[src/rtl/core/byte_range_request_limiter_assert.svh]
// ----------------------------------------------------------------------------
// Byte-range request limiter: assertion macros
// Concurrent checks that compile away when SYNTHESIS is defined.
// ----------------------------------------------------------------------------
`ifndef BYTE_RANGE_REQUEST_LIMITER_ASSERT_SVH
`define BYTE_RANGE_REQUEST_LIMITER_ASSERT_SVH

`ifndef SYNTHESIS

// same-cycle implication
`define BRL_ASSERT_IMPL(label, clk, rst_n, ante, cons) \
    label: assert property (@(posedge clk) disable iff (!rst_n) (ante) |-> (cons)) \
        else $error("brl assertion failed");

// next-cycle implication
`define BRL_ASSERT_NEXT(label, clk, rst_n, ante, cons) \
    label: assert property (@(posedge clk) disable iff (!rst_n) (ante) |=> (cons)) \
        else $error("brl assertion failed");

`else

`define BRL_ASSERT_IMPL(label, clk, rst_n, ante, cons)
`define BRL_ASSERT_NEXT(label, clk, rst_n, ante, cons)

`endif

`endif

[src/rtl/core/brl_pkg.sv]
// ----------------------------------------------------------------------------
// Byte-range request limiter package
// Shared widths, verdict codes, register indexes and the row control bundle.
// ----------------------------------------------------------------------------
package brl_pkg;

    localparam int VALUE_W = 32;
    localparam int LIMIT_W = 8;
    localparam int TALLY_W = 9;

    localparam logic [TALLY_W-1:0] RANGE_TALLY_MAX   = 9'd256;
    localparam logic [TALLY_W-1:0] OVERLAP_TALLY_MAX = 9'd511;

    localparam logic [LIMIT_W-1:0] RANGE_LIMIT_RESET   = 8'd20;
    localparam logic [LIMIT_W-1:0] OVERLAP_LIMIT_RESET = 8'd5;

    // verdict codes
    typedef enum logic [1:0] {
        VERDICT_ACCEPT   = 2'd0,
        VERDICT_UNSAT    = 2'd1,
        VERDICT_RANGES   = 2'd2,
        VERDICT_OVERLAPS = 2'd3
    } t_verdict;

    // configuration register indexes
    typedef enum logic {
        CFG_RANGE_LIMIT   = 1'b0,
        CFG_OVERLAP_LIMIT = 1'b1
    } t_cfg_index;

    // per-request control for one row of cells
    typedef struct packed {
        logic en;     // request accepted this cycle
        logic clear;  // request opens a new header
        logic store;  // request passed checks, value may be stored
    } t_row_ctrl;

endpackage

[src/rtl/core/byte_range_request_limiter.sv]
// ----------------------------------------------------------------------------
// Byte-range request limiter
// Checks the ranges of one byte-range header, keeps distinct starts and ends
// in two rows of cells, counts ranges and repeats, and holds a sticky verdict.
//
//   channel   handshake                    payload
//   --------  ---------------------------  -------------------------------------
//   input     i_valid / o_ready            i_first_range, i_range_start, i_range_end
//   result    o_valid / i_ready            o_verdict, o_ranges_seen, o_overlaps_seen
//   config    i_cfg_valid / o_cfg_ready    i_cfg_index, i_cfg_data
//
// One request per cycle unless the result stalls; the result appears in the output
// register in the cycle after acceptance. The cycle is set by the single-pass match
// across both cell rows plus the tally update. A stalled result blocks input only
// when the output register is full and not taken. Reset clears fills, tallies and
// verdict and loads the default limits; stored offsets need no clearing.
// ----------------------------------------------------------------------------
`include "byte_range_request_limiter_assert.svh"

module byte_range_request_limiter
    import brl_pkg::*;
#(
    parameter int STORE_DEPTH = 16
) (
    input  logic                      i_clk,
    input  logic                      i_rst_n,
    // request channel
    input  logic                      i_valid,
    output logic                      o_ready,
    input  logic                      i_first_range,
    input  logic signed [VALUE_W-1:0] i_range_start,
    input  logic signed [VALUE_W-1:0] i_range_end,
    // result channel
    output logic                      o_valid,
    input  logic                      i_ready,
    output logic [1:0]                o_verdict,
    output logic [TALLY_W-1:0]        o_ranges_seen,
    output logic [TALLY_W-1:0]        o_overlaps_seen,
    // configuration channel
    input  logic                      i_cfg_valid,
    output logic                      o_cfg_ready,
    input  logic                      i_cfg_index,
    input  logic [LIMIT_W-1:0]        i_cfg_data
);

    logic [LIMIT_W-1:0] r_range_limit;
    logic [LIMIT_W-1:0] r_overlap_limit;
    t_verdict           r_verdict;
    t_verdict           n_verdict;
    logic [TALLY_W-1:0] r_ranges;
    logic [TALLY_W-1:0] n_ranges;
    logic [TALLY_W-1:0] r_overlaps;
    logic [TALLY_W-1:0] n_overlaps;
    logic               r_out_valid;
    logic [1:0]         r_out_verdict;
    logic [TALLY_W-1:0] r_out_ranges;
    logic [TALLY_W-1:0] r_out_overlaps;

    logic               w_accept;
    t_verdict           w_eff_verdict;
    logic [TALLY_W-1:0] w_eff_ranges;
    logic [TALLY_W-1:0] w_eff_overlaps;
    logic               w_unsat;
    logic               w_go;
    logic               w_start_hit;
    logic               w_end_hit;
    logic [TALLY_W:0]   w_ov_sum;
    logic [TALLY_W-1:0] w_ranges_inc;
    logic [TALLY_W-1:0] w_overlaps_inc;
    t_row_ctrl          w_row_ctrl;

    // handshakes
    assign o_ready     = !r_out_valid || i_ready;
    assign w_accept    = i_valid && o_ready;
    assign o_cfg_ready = 1'b1;

    // configuration registers
    always_ff @(posedge i_clk) begin
        if (!i_rst_n) begin
            r_range_limit   <= RANGE_LIMIT_RESET;
            r_overlap_limit <= OVERLAP_LIMIT_RESET;
        end else if (i_cfg_valid) begin
            case (t_cfg_index'(i_cfg_index))
                CFG_RANGE_LIMIT:   r_range_limit   <= i_cfg_data;
                CFG_OVERLAP_LIMIT: r_overlap_limit <= i_cfg_data;
                default: ;
            endcase
        end
    end

    // header state as seen by this request
    assign w_eff_verdict  = i_first_range ? VERDICT_ACCEPT : r_verdict;
    assign w_eff_ranges   = i_first_range ? '0 : r_ranges;
    assign w_eff_overlaps = i_first_range ? '0 : r_overlaps;

    // negative start, or non-negative end below start
    assign w_unsat = i_range_start[VALUE_W-1] ||
                     (!i_range_end[VALUE_W-1] &&
                      (i_range_end[VALUE_W-2:0] < i_range_start[VALUE_W-2:0]));
    assign w_go = (w_eff_verdict == VERDICT_ACCEPT) && !w_unsat;

    assign w_row_ctrl = '{en: w_accept, clear: i_first_range, store: w_go};

    // distinct starts
    brl_row #(.DEPTH(STORE_DEPTH)) u_start_row (
        .i_clk   (i_clk),
        .i_rst_n (i_rst_n),
        .i_ctrl  (w_row_ctrl),
        .i_value (i_range_start),
        .o_hit   (w_start_hit)
    );

    // distinct ends
    brl_row #(.DEPTH(STORE_DEPTH)) u_end_row (
        .i_clk   (i_clk),
        .i_rst_n (i_rst_n),
        .i_ctrl  (w_row_ctrl),
        .i_value (i_range_end),
        .o_hit   (w_end_hit)
    );

    // saturating tallies
    assign w_ov_sum = {1'b0, w_eff_overlaps} + (TALLY_W+1)'(w_start_hit)
                    + (TALLY_W+1)'(w_end_hit);
    assign w_overlaps_inc = (w_ov_sum > {1'b0, OVERLAP_TALLY_MAX}) ? OVERLAP_TALLY_MAX
                                                                  : w_ov_sum[TALLY_W-1:0];
    assign w_ranges_inc = (w_eff_ranges < RANGE_TALLY_MAX) ? (w_eff_ranges + TALLY_W'(1))
                                                           : w_eff_ranges;

    // next verdict and counts
    always_comb begin
        n_verdict  = w_eff_verdict;
        n_ranges   = w_eff_ranges;
        n_overlaps = w_eff_overlaps;
        case (w_eff_verdict)
            VERDICT_ACCEPT: begin
                if (w_unsat) begin
                    n_verdict = VERDICT_UNSAT;
                end else begin
                    n_ranges   = w_ranges_inc;
                    n_overlaps = w_overlaps_inc;
                    if (w_ranges_inc > {1'b0, r_range_limit}) begin
                        n_verdict = VERDICT_RANGES;
                    end else if (w_overlaps_inc > {1'b0, r_overlap_limit}) begin
                        n_verdict = VERDICT_OVERLAPS;
                    end
                end
            end
            default: ;
        endcase
    end

    always_ff @(posedge i_clk) begin
        if (!i_rst_n) begin
            r_verdict  <= VERDICT_ACCEPT;
            r_ranges   <= '0;
            r_overlaps <= '0;
        end else if (w_accept) begin
            r_verdict  <= n_verdict;
            r_ranges   <= n_ranges;
            r_overlaps <= n_overlaps;
        end
    end

    // output register
    always_ff @(posedge i_clk) begin
        if (!i_rst_n) begin
            r_out_valid <= 1'b0;
        end else if (w_accept) begin
            r_out_valid <= 1'b1;
        end else if (i_ready) begin
            r_out_valid <= 1'b0;
        end
    end

    always_ff @(posedge i_clk) begin
        if (w_accept) begin
            r_out_verdict  <= n_verdict;
            r_out_ranges   <= n_ranges;
            r_out_overlaps <= n_overlaps;
        end
    end

    assign o_valid         = r_out_valid;
    assign o_verdict       = r_out_verdict;
    assign o_ranges_seen   = r_out_ranges;
    assign o_overlaps_seen = r_out_overlaps;

    `BRL_ASSERT_IMPL(a_ranges_bound, i_clk, i_rst_n, 1'b1, r_ranges <= RANGE_TALLY_MAX)
    `BRL_ASSERT_NEXT(a_sticky_hold, i_clk, i_rst_n, w_accept && !i_first_range && (r_verdict != VERDICT_ACCEPT), (o_verdict == $past(r_verdict)) && (o_ranges_seen == $past(r_ranges)))
    `BRL_ASSERT_NEXT(a_unsat_first, i_clk, i_rst_n, w_accept && i_first_range && w_unsat, (o_verdict == VERDICT_UNSAT) && (o_ranges_seen == '0) && (o_overlaps_seen == '0))

endmodule

[src/rtl/core/brl_cell.sv]
// ----------------------------------------------------------------------------
// Byte-range request limiter: store cell
// Holds one stored offset, compares it with the query, and hands its value
// to the next cell when the row inserts.
// ----------------------------------------------------------------------------
module brl_cell
    import brl_pkg::*;
(
    input  logic               i_clk,
    input  logic               i_shift,
    input  logic               i_live,
    input  logic [VALUE_W-1:0] i_shift_in,
    input  logic [VALUE_W-1:0] i_query,
    output logic [VALUE_W-1:0] o_value,
    output logic               o_hit
);

    logic [VALUE_W-1:0] r_value;

    // entry register, takes the neighbor's value on insert
    always_ff @(posedge i_clk) begin
        if (i_shift) begin
            r_value <= i_shift_in;
        end
    end

    // match only inside the filled prefix
    assign o_hit   = i_live && (r_value == i_query);
    assign o_value = r_value;

endmodule

[src/rtl/core/brl_row.sv]
// ----------------------------------------------------------------------------
// Byte-range request limiter: row of store cells
// A chain of cells holding the distinct offsets of one header. New values
// enter at cell 0 and the chain shifts by one; the fill count marks the
// occupied prefix.
// ----------------------------------------------------------------------------
`include "byte_range_request_limiter_assert.svh"

module brl_row
    import brl_pkg::*;
#(
    parameter int DEPTH = 16
) (
    input  logic               i_clk,
    input  logic               i_rst_n,
    input  t_row_ctrl          i_ctrl,
    input  logic [VALUE_W-1:0] i_value,
    output logic               o_hit
);

    localparam int FW = $clog2(DEPTH + 1);

    logic [FW-1:0]      r_fill;
    logic [FW-1:0]      n_fill;
    logic [FW-1:0]      w_eff_fill;
    logic               w_insert;
    logic [DEPTH-1:0]   w_hit;
    logic [VALUE_W-1:0] w_value [DEPTH];

    // a new header empties the row before this request is looked up
    assign w_eff_fill = i_ctrl.clear ? '0 : r_fill;

    // chain of cells
    for (genvar g = 0; g < DEPTH; g++) begin : g_cell
        logic [VALUE_W-1:0] w_in;
        if (g == 0) begin : g_head
            assign w_in = i_value;
        end else begin : g_body
            assign w_in = w_value[g-1];
        end
        brl_cell u_cell (
            .i_clk      (i_clk),
            .i_shift    (w_insert),
            .i_live     (w_eff_fill > FW'(g)),
            .i_shift_in (w_in),
            .i_query    (i_value),
            .o_value    (w_value[g]),
            .o_hit      (w_hit[g])
        );
    end

    assign o_hit = |w_hit;

    // store a miss while room remains
    assign w_insert = i_ctrl.en && i_ctrl.store && !o_hit && (w_eff_fill < FW'(DEPTH));

    always_comb begin
        n_fill = r_fill;
        if (i_ctrl.en) begin
            n_fill = w_insert ? (w_eff_fill + FW'(1)) : w_eff_fill;
        end
    end

    always_ff @(posedge i_clk) begin
        if (!i_rst_n) begin
            r_fill <= '0;
        end else begin
            r_fill <= n_fill;
        end
    end

    `BRL_ASSERT_IMPL(a_fill_bound, i_clk, i_rst_n, 1'b1, r_fill <= FW'(DEPTH))
    `BRL_ASSERT_NEXT(a_fill_grows, i_clk, i_rst_n, w_insert, r_fill == $past(w_eff_fill) + FW'(1))
    `BRL_ASSERT_NEXT(a_fill_clear, i_clk, i_rst_n, i_ctrl.en && i_ctrl.clear && !w_insert, r_fill == '0)

endmodule
[config.mk]
export PLATFORM = sky130hd
export DESIGN_NAME = byte_range_request_limiter
export DESIGN_NICKNAME = d
export VERILOG_FILES = /design/src/rtl/core/brl_pkg.sv /design/src/rtl/core/byte_range_request_limiter.sv /design/src/rtl/core/brl_cell.sv /design/src/rtl/core/brl_row.sv
export VERILOG_INCLUDE_DIRS = /design/src /design/src/rtl/core
export SDC_FILE = /design/constraint.sdc
export NUM_CORES = 2
export LEC_CHECK = 0
export BUFFER_PORTS_ARGS = -buffer_cell sky130_fd_sc_hd__buf_4
export CAP_MARGIN = 20
export CELL_PAD_IN_SITES_DETAIL_PLACEMENT = 1
export CELL_PAD_IN_SITES_GLOBAL_PLACEMENT = 1
export CORE_MARGIN = 3
export CORE_UTILIZATION = 58
export DETAILED_ROUTE_END_ITERATION = 16
export GPL_TIMING_DRIVEN = 0
export PLACE_DENSITY_LB_ADDON = 0.1
export SYNTH_ARGS = -nofsm -noshare
export SYNTH_HDL_FRONTEND = slang
export SYNTH_SLANG_ARGS = --single-unit
[constraint.sdc]
create_clock -name i_clk -period 70.6 [get_ports i_clk]
set_clock_uncertainty 0.05 [all_clocks]
set_input_delay 0 -clock i_clk [delete_from_list [all_inputs] [get_ports i_clk]]
set_output_delay 0 -clock i_clk [all_outputs]
set_load 0.01 [all_outputs]
Word level (Yosys, flattened, before mapping):

Cells that the tools add are included.
Widths: inputs -> output; s select.

* flip-flop bits (word level): 1091
* output and inout bits: 23
* word-level logic and storage cells: 192

* add/sub/neg operators: 5
* $lt $le $gt $ge: 39
* equality and inequality tests: 32
* muxes and demuxes: 19
* bitwise operators: 1
* reductions and logical operators: 53

Operator list (count)
* $eq 32x32->1: 32
* $gt 5x4->1 const B: 16
* $mux 9: 8
* $gt 5x3->1 const B: 8
* $logic_and 1x1->1: 40
* $reduce_or 16->1: 2
* $lt 31x31->1: 1
* $gt 5x1->1 const B: 4
* $gt 5x2->1 const B: 4
* $mux 5: 4
* $gt 9x8->1: 2
* $add 10x1->10: 1
* $add 5x1->5 const B: 2
* $add 9x1->10: 1
* $gt 10x9->1 const B: 1
* $lt 5x5->1 const B: 2
* $mux 2: 5
* $add 9x1->9 const B: 1
* $lt 9x9->1 const B: 1
* $logic_not 1->1: 5
* $reduce_and 2->1: 2
* $logic_not 2->1: 1
* $logic_or 1x1->1: 2
* $mux 1: 2
* 2 further kinds: 2

Depth between registers and ports, before layout:

* depth in word-level cells: 13
* depth in mapped cells: 30
* mapped depth without buffers: 26

By module:

A second synthesis with hierarchy kept.

* cell total of the unflattened synthesis: 3091
* area, all modules: 47374.2 µm²

By module, submodules not included
* brl_cell: times used 32, cells each 76, area each 1316.3 µm²
* byte_range_request_limiter: times used 1, cells each 489, area each 3982.6 µm²
* brl_row: times used 2, cells each 85, area each 635.6 µm²

Worst setup path before layout:

OpenSTA, ideal clock, no wires.

* path type: input -> register
* start: input i_first_range
* end: register u_start_row.r_fill[2]
* arrival time: 25502 ps
* path slack: 44886 ps
* cell stages on the path: 17
* buffers on the path: 6
* path through: buf_2 buf_2 buf_2 buf_2 clkbuf_1 clkbuf_1 nand2b_1 inv_1 ha_1 and4b_1 ha_1 or4_1 nor2_1 nor4b_1 nand3_1 nor2_1 a31o_2

* word-level cells in the longest chain between the ends: 8

RTL lines
* start, declared: RTL line byte_range_request_limiter.sv:30 `input logic i_first_range,`
* $mux 5: RTL line brl_row.sv:31 `assign w_eff_fill = i_ctrl.clear ? '0 : r_fill;`
* $gt 5x4->1, or another cell as far along: RTL line brl_row.sv:44 `.i_live (w_eff_fill > FW'(g)),`
* $logic_and 1x1->1: RTL line brl_cell.sv:28 `assign o_hit = i_live && (r_value == i_query);`
* $reduce_or 16->1: RTL line brl_row.sv:52 `assign o_hit = |w_hit;`
* $logic_not 1->1: RTL line brl_row.sv:55 `assign w_insert = i_ctrl.en && i_ctrl.store && !o_hit && (w_eff_fill < FW'(DEPTH));`
* $logic_and 1x1->1: RTL line brl_row.sv:55
* $logic_and 1x1->1 (*): RTL line brl_row.sv:55
* net u_start_row.g_cell[0].u_cell.i_shift: RTL line brl_cell.sv:10 `input logic i_shift,`
* $mux 5 (*): RTL line brl_row.sv:60 `n_fill = w_insert ? (w_eff_fill + FW'(1)) : w_eff_fill;`
* end signal, assigned: RTL line brl_row.sv:68 `r_fill <= n_fill;`
* end, declared: RTL line brl_row.sv:23 `logic [FW-1:0] r_fill;`

Mark *: on every way through the listed nets, which the timed path passes. The rest lies on a longest branch.
A chain may end at the register's enable or synchronous reset.

Worst setup path after layout:

* start: input i_first_range
* end: register r_out_verdict[1], in the netlist o_verdict[1], data pin

* word-level cells in the longest chain between the ends: 13

RTL lines
* $mux 5: RTL line brl_row.sv:31
* $gt 5x4->1, or another cell as far along: RTL line brl_row.sv:44
* $logic_and 1x1->1: RTL line brl_cell.sv:28
* $reduce_or 16->1: RTL line brl_row.sv:52
* $add 9x1->10: RTL line byte_range_request_limiter.sv:123 `assign w_ov_sum = {1'b0, w_eff_overlaps} + (TALLY_W+1)'(w_start_hit)`
* $add 10x1->10: RTL line byte_range_request_limiter.sv:124 `+ (TALLY_W+1)'(w_end_hit);`
* $gt 10x9->1: RTL line byte_range_request_limiter.sv:125 `assign w_overlaps_inc = (w_ov_sum > {1'b0, OVERLAP_TALLY_MAX}) ? OVERLAP_TALLY_MAX`
* $mux 9: RTL line byte_range_request_limiter.sv:125
* $gt 9x8->1: RTL line byte_range_request_limiter.sv:144 `end else if (w_overlaps_inc > {1'b0, r_overlap_limit}) begin`
* $mux 2: RTL line byte_range_request_limiter.sv:144
* $mux 2: RTL line byte_range_request_limiter.sv:142 `if (w_ranges_inc > {1'b0, r_range_limit}) begin`
* $mux 2: RTL line byte_range_request_limiter.sv:137 `if (w_unsat) begin`
* $mux 2 (*): RTL line byte_range_request_limiter.sv:135 `case (w_eff_verdict)`
* net n_verdict[1]: RTL line byte_range_request_limiter.sv:49 `t_verdict n_verdict;`
* end signal, assigned: RTL line byte_range_request_limiter.sv:178 `r_out_verdict <= n_verdict;`
* end, declared: RTL line byte_range_request_limiter.sv:55 `logic [1:0] r_out_verdict;`

Marks and branches as above.

==> metrics.txt <==
HP Class in2reg; initial core utilization 59.0%; Synth Warn # 0; gr usage total 38.0%; die width 294 um; min-delay src i_range_start[12]; Core ar. 81300 um2; Worst Max-Slew Pin Slew roughly 1200 ps; CP dominant cell by count buf_2; Leakage 18.6 nW; Syn Std Cell Area just under 50000 um2; initial antenna violation count 5; share of cells above drive strength 1 12.2%; Final Power 0.00149 W; first-pass GRT wire length 229000 um; post-synthesis register bit count approximately 1100; Via-to-Cell Ratio 6.36; combinational power share a little under a tenth; Sw Share 25.0%; Sequential Power Share about 50%; worst hold stages 2; crit path DAT 8250 ps; WP data required 70960 ps; unrepaired setup endpoints after global routing false; die area 86300 um2; clk slew on worst S/H paths around 60 ps; Syn-to-layout area delta 14.9%; count of cell types in the netlist 72; register area roughly 32000 um2; post-synthesis instance total approximately 3200; total grt overflow 0; Syn Nets 3307; Worst path max stage delay ~900 ps; Power Dens Cells approximately 27 nW/um2; Multi-input gate area 14300 um2; startpoint types primary input; Sw Pwr 0.000372 W; outcome complete, no violations; final setup fails 0; H-tree depth 3; period utilization 11.2%; FF-to-FF path depth 22; PortBufs 98; worst reg2reg setup slack between 60000 and 70000 ps; internal power 0.00111 W; Num CTS Buffers 110; Nets approximately 3600; Placed Area between 50000 and 60000 um2; Max-slew headroom 22.6%; final instance area 55200 um2; clock tree buffer depth 3; worst vdd ir 0.0306 mV; via count around 30000; Final Hold Fails 0; RD Place Congestion 0.974; setup bufs post-CTS 0; pin count of the biggest net entering global routing 144; Fillers 7161; die height 294 um; WHS Endpoint u_start_row.g_cell[0].u_cell.o_value[12]$_DFFE_PP_; Crit Path Max Fanout 10; vias in the first global route 32000; I/O pin cnt 102; clock latency on the worst-skew pair about 700 ps; drc violations 0; Crit Path Category in2reg; final slew viol count 0; total wire length 165000 um; Max Cap Viol 0; hold_buf cts ~110; Crit Reg-Reg Startpoint u_start_row.r_fill[4]$_SDFFE_PN0P_; Pre-Repair DR Iteration Count 7; commonest non-fill, non-tap cells in the layout edfxtp_1 (1044), xor2_1 (546), xnor2_1 (489); reg2reg end o_verdict[1]$_DFFE_PP_; Avg WL per Cell approximately 35 um; Hold Slack 10.7 ps; setup_tns 0 ps; dpl cells 4351; asr flop ratio synth 0%; Synth Flop Type edfxtp_1; minimum clock period slightly below 8000 ps; Routed Antenna Nets 0; Clk pwr share approximately 40%; TritonCTS clock tree built; sequential fraction of the synthesis area approximately 67%; most common cell after layout, fill and taps aside edfxtp_1; root cell of the clock tree clkbuf_16; Slowest-stage cell, CP nor4_1; FP Rows 104; Synth Area per Inst 15.1 um2; clock sink total 1091; post-DP HPWL 116000 um; post-CTS sizing 0; number of flops mapped to enable cells by yosys 1044; DR iter-0 viols around 3400; Final Non-Filler Cells 4668; Highest Clock Rate 0.127 GHz; crit end category flop
-- how the worst max path moves through the flow --
stage                                               to  cells after the start  slack (ps)     startpoint
global placement    u_start_row.r_fill[2]$_SDFFE_PN0P_                     15       34850  i_first_range
detailed placement              o_verdict[1]$_DFFE_PP_                     28       62350  i_first_range
CTS                             o_verdict[1]$_DFFE_PP_                     28       62950  i_first_range
floorplan           u_start_row.r_fill[2]$_SDFFE_PN0P_                     17       44890  i_first_range
global route                    o_verdict[0]$_DFFE_PP_                     28       62440  i_first_range
finish                          o_verdict[1]$_DFFE_PP_                     29       62710  i_first_range
-- synthesized netlist by cell type (3+ instances only) --
library cell  number  area share, %
a31oi_1           10           0.13
o41ai_1            3          0.055
clkbuf_1          19           0.15
a21o_1            11           0.17
ha_1              53            1.4
a2111oi_0          5          0.091
xnor2_1          489            8.9
buf_4             76            1.2
a41oi_1            4          0.073
buf_6             27           0.63
o22ai_1            6          0.078
mux2_2             9           0.21
xor2_1           546             10
and3_1             6          0.078
nor2b_1           23           0.30
nand2b_1          16           0.21
and2_1             3          0.039
a21oi_1           45           0.47
a31o_2             3          0.055
nand3_1           51           0.53
o211ai_1           3          0.047
or4_1              8           0.13
o21ai_0           27           0.28
buf_2             41           0.43
nor2_1            50           0.39
o21a_1             8           0.13
nor3_1            37           0.39
dfxtp_1           47            2.0
a211oi_1           6          0.094
nand2_1           71           0.55
nor4_1           159            2.1
nand4_1          152            2.0
inv_1             62           0.48
or3_1              3          0.039
edfxtp_1        1044             65
mux2i_1            5           0.10
-- flip-flops by register name, indices dropped and copies added (netlist names) --
| signal | count |
|---|---|
| o_verdict | 2 |
| r_verdict | 2 |
| r_overlap_limit | 8 |
| r_range_limit | 8 |
| u_start_row.r_fill | 5 |
| u_end_row.r_fill | 5 |
| o_valid | 1 |
| r_ranges | 9 |
| r_overlaps | 9 |
| u_end_row.g_cell.u_cell.o_value | 512 |
| o_ranges_seen | 9 |
| u_start_row.g_cell.u_cell.o_value | 512 |
| o_overlaps_seen | 9 |
-- layout make-up --
type	instances	share of cell area, %
sequential	1091	58.5
buffer	166	2.16
clock buffer	132	5.14
tap	1060	2.40
inverter	62	0.435
antenna	2	0.00907
multi-input combinational	1855	26.0
clock inverter	71	1.23
timing repair buffer	229	4.14
-- cells by family (layout without fill, tap and decap cells) --
family | count (synthesis) | after routing | synth area share, %
multiplexers | 14 | 14 | 0.315
flip-flops | 1091 | 1091 | 67.2
AO/OA/AOI/OAI | 156 | 156 | 2.16
AND/OR/NAND/NOR | 595 | 595 | 7.02
buffers and inverters | 228 | 660 | 2.96
XOR/XNOR | 1035 | 1035 | 18.9
adder cells (fa/ha/maj) | 54 | 54 | 1.42
other | 1 | 3 | 0.00781
-- power groups by stage --
stage / registers, W / clock network (W) / logic [W]
floorplan: 0.000785 / 0 / 0.0000752
global placement: 0.000798 / 0 / 0.000119
detailed placement: 0.000772 / 0 / 0.000127
CTS: 0.000759 / 0.000583 / 0.000134
global route: 0.000762 / 0.000615 / 0.000143
finish: 0.000760 / 0.000589 / 0.000137
-- critical path: cells and delay by family --
| family | cells | cell delay, ps |
|---|---|---|
| and+or+nand+nor | 12 | 3460 |
| buffers and inverters | 7 | 2560 |
| AOI/OAI and AO/OA | 7 | 1310 |
| adders and majority gates | 3 | 870 |
-- layer usage --
metal	wire [um]	GRT usage [%]
met2	81900	65.1
met4	16400	31.8
met1	55100	41.3
met5	54	0
met3	11200	6.87
-- metrics by stage --
| stage | setup slack [ps] | util (%) |
|---|---|---|
| 6_report | 62710 | 67.8 |
| 5_1_grt | 62440 | 67.8 |
| 4_1_cts | 62950 | 67.8 |
| 3_5_place_dp | 62350 | 62.1 |
| 3_3_place_gp | 34850 | 61.6 |
| 2_1_floorplan | 44890 | - |
No activity file was read; power rests on OpenSTA's default activity.
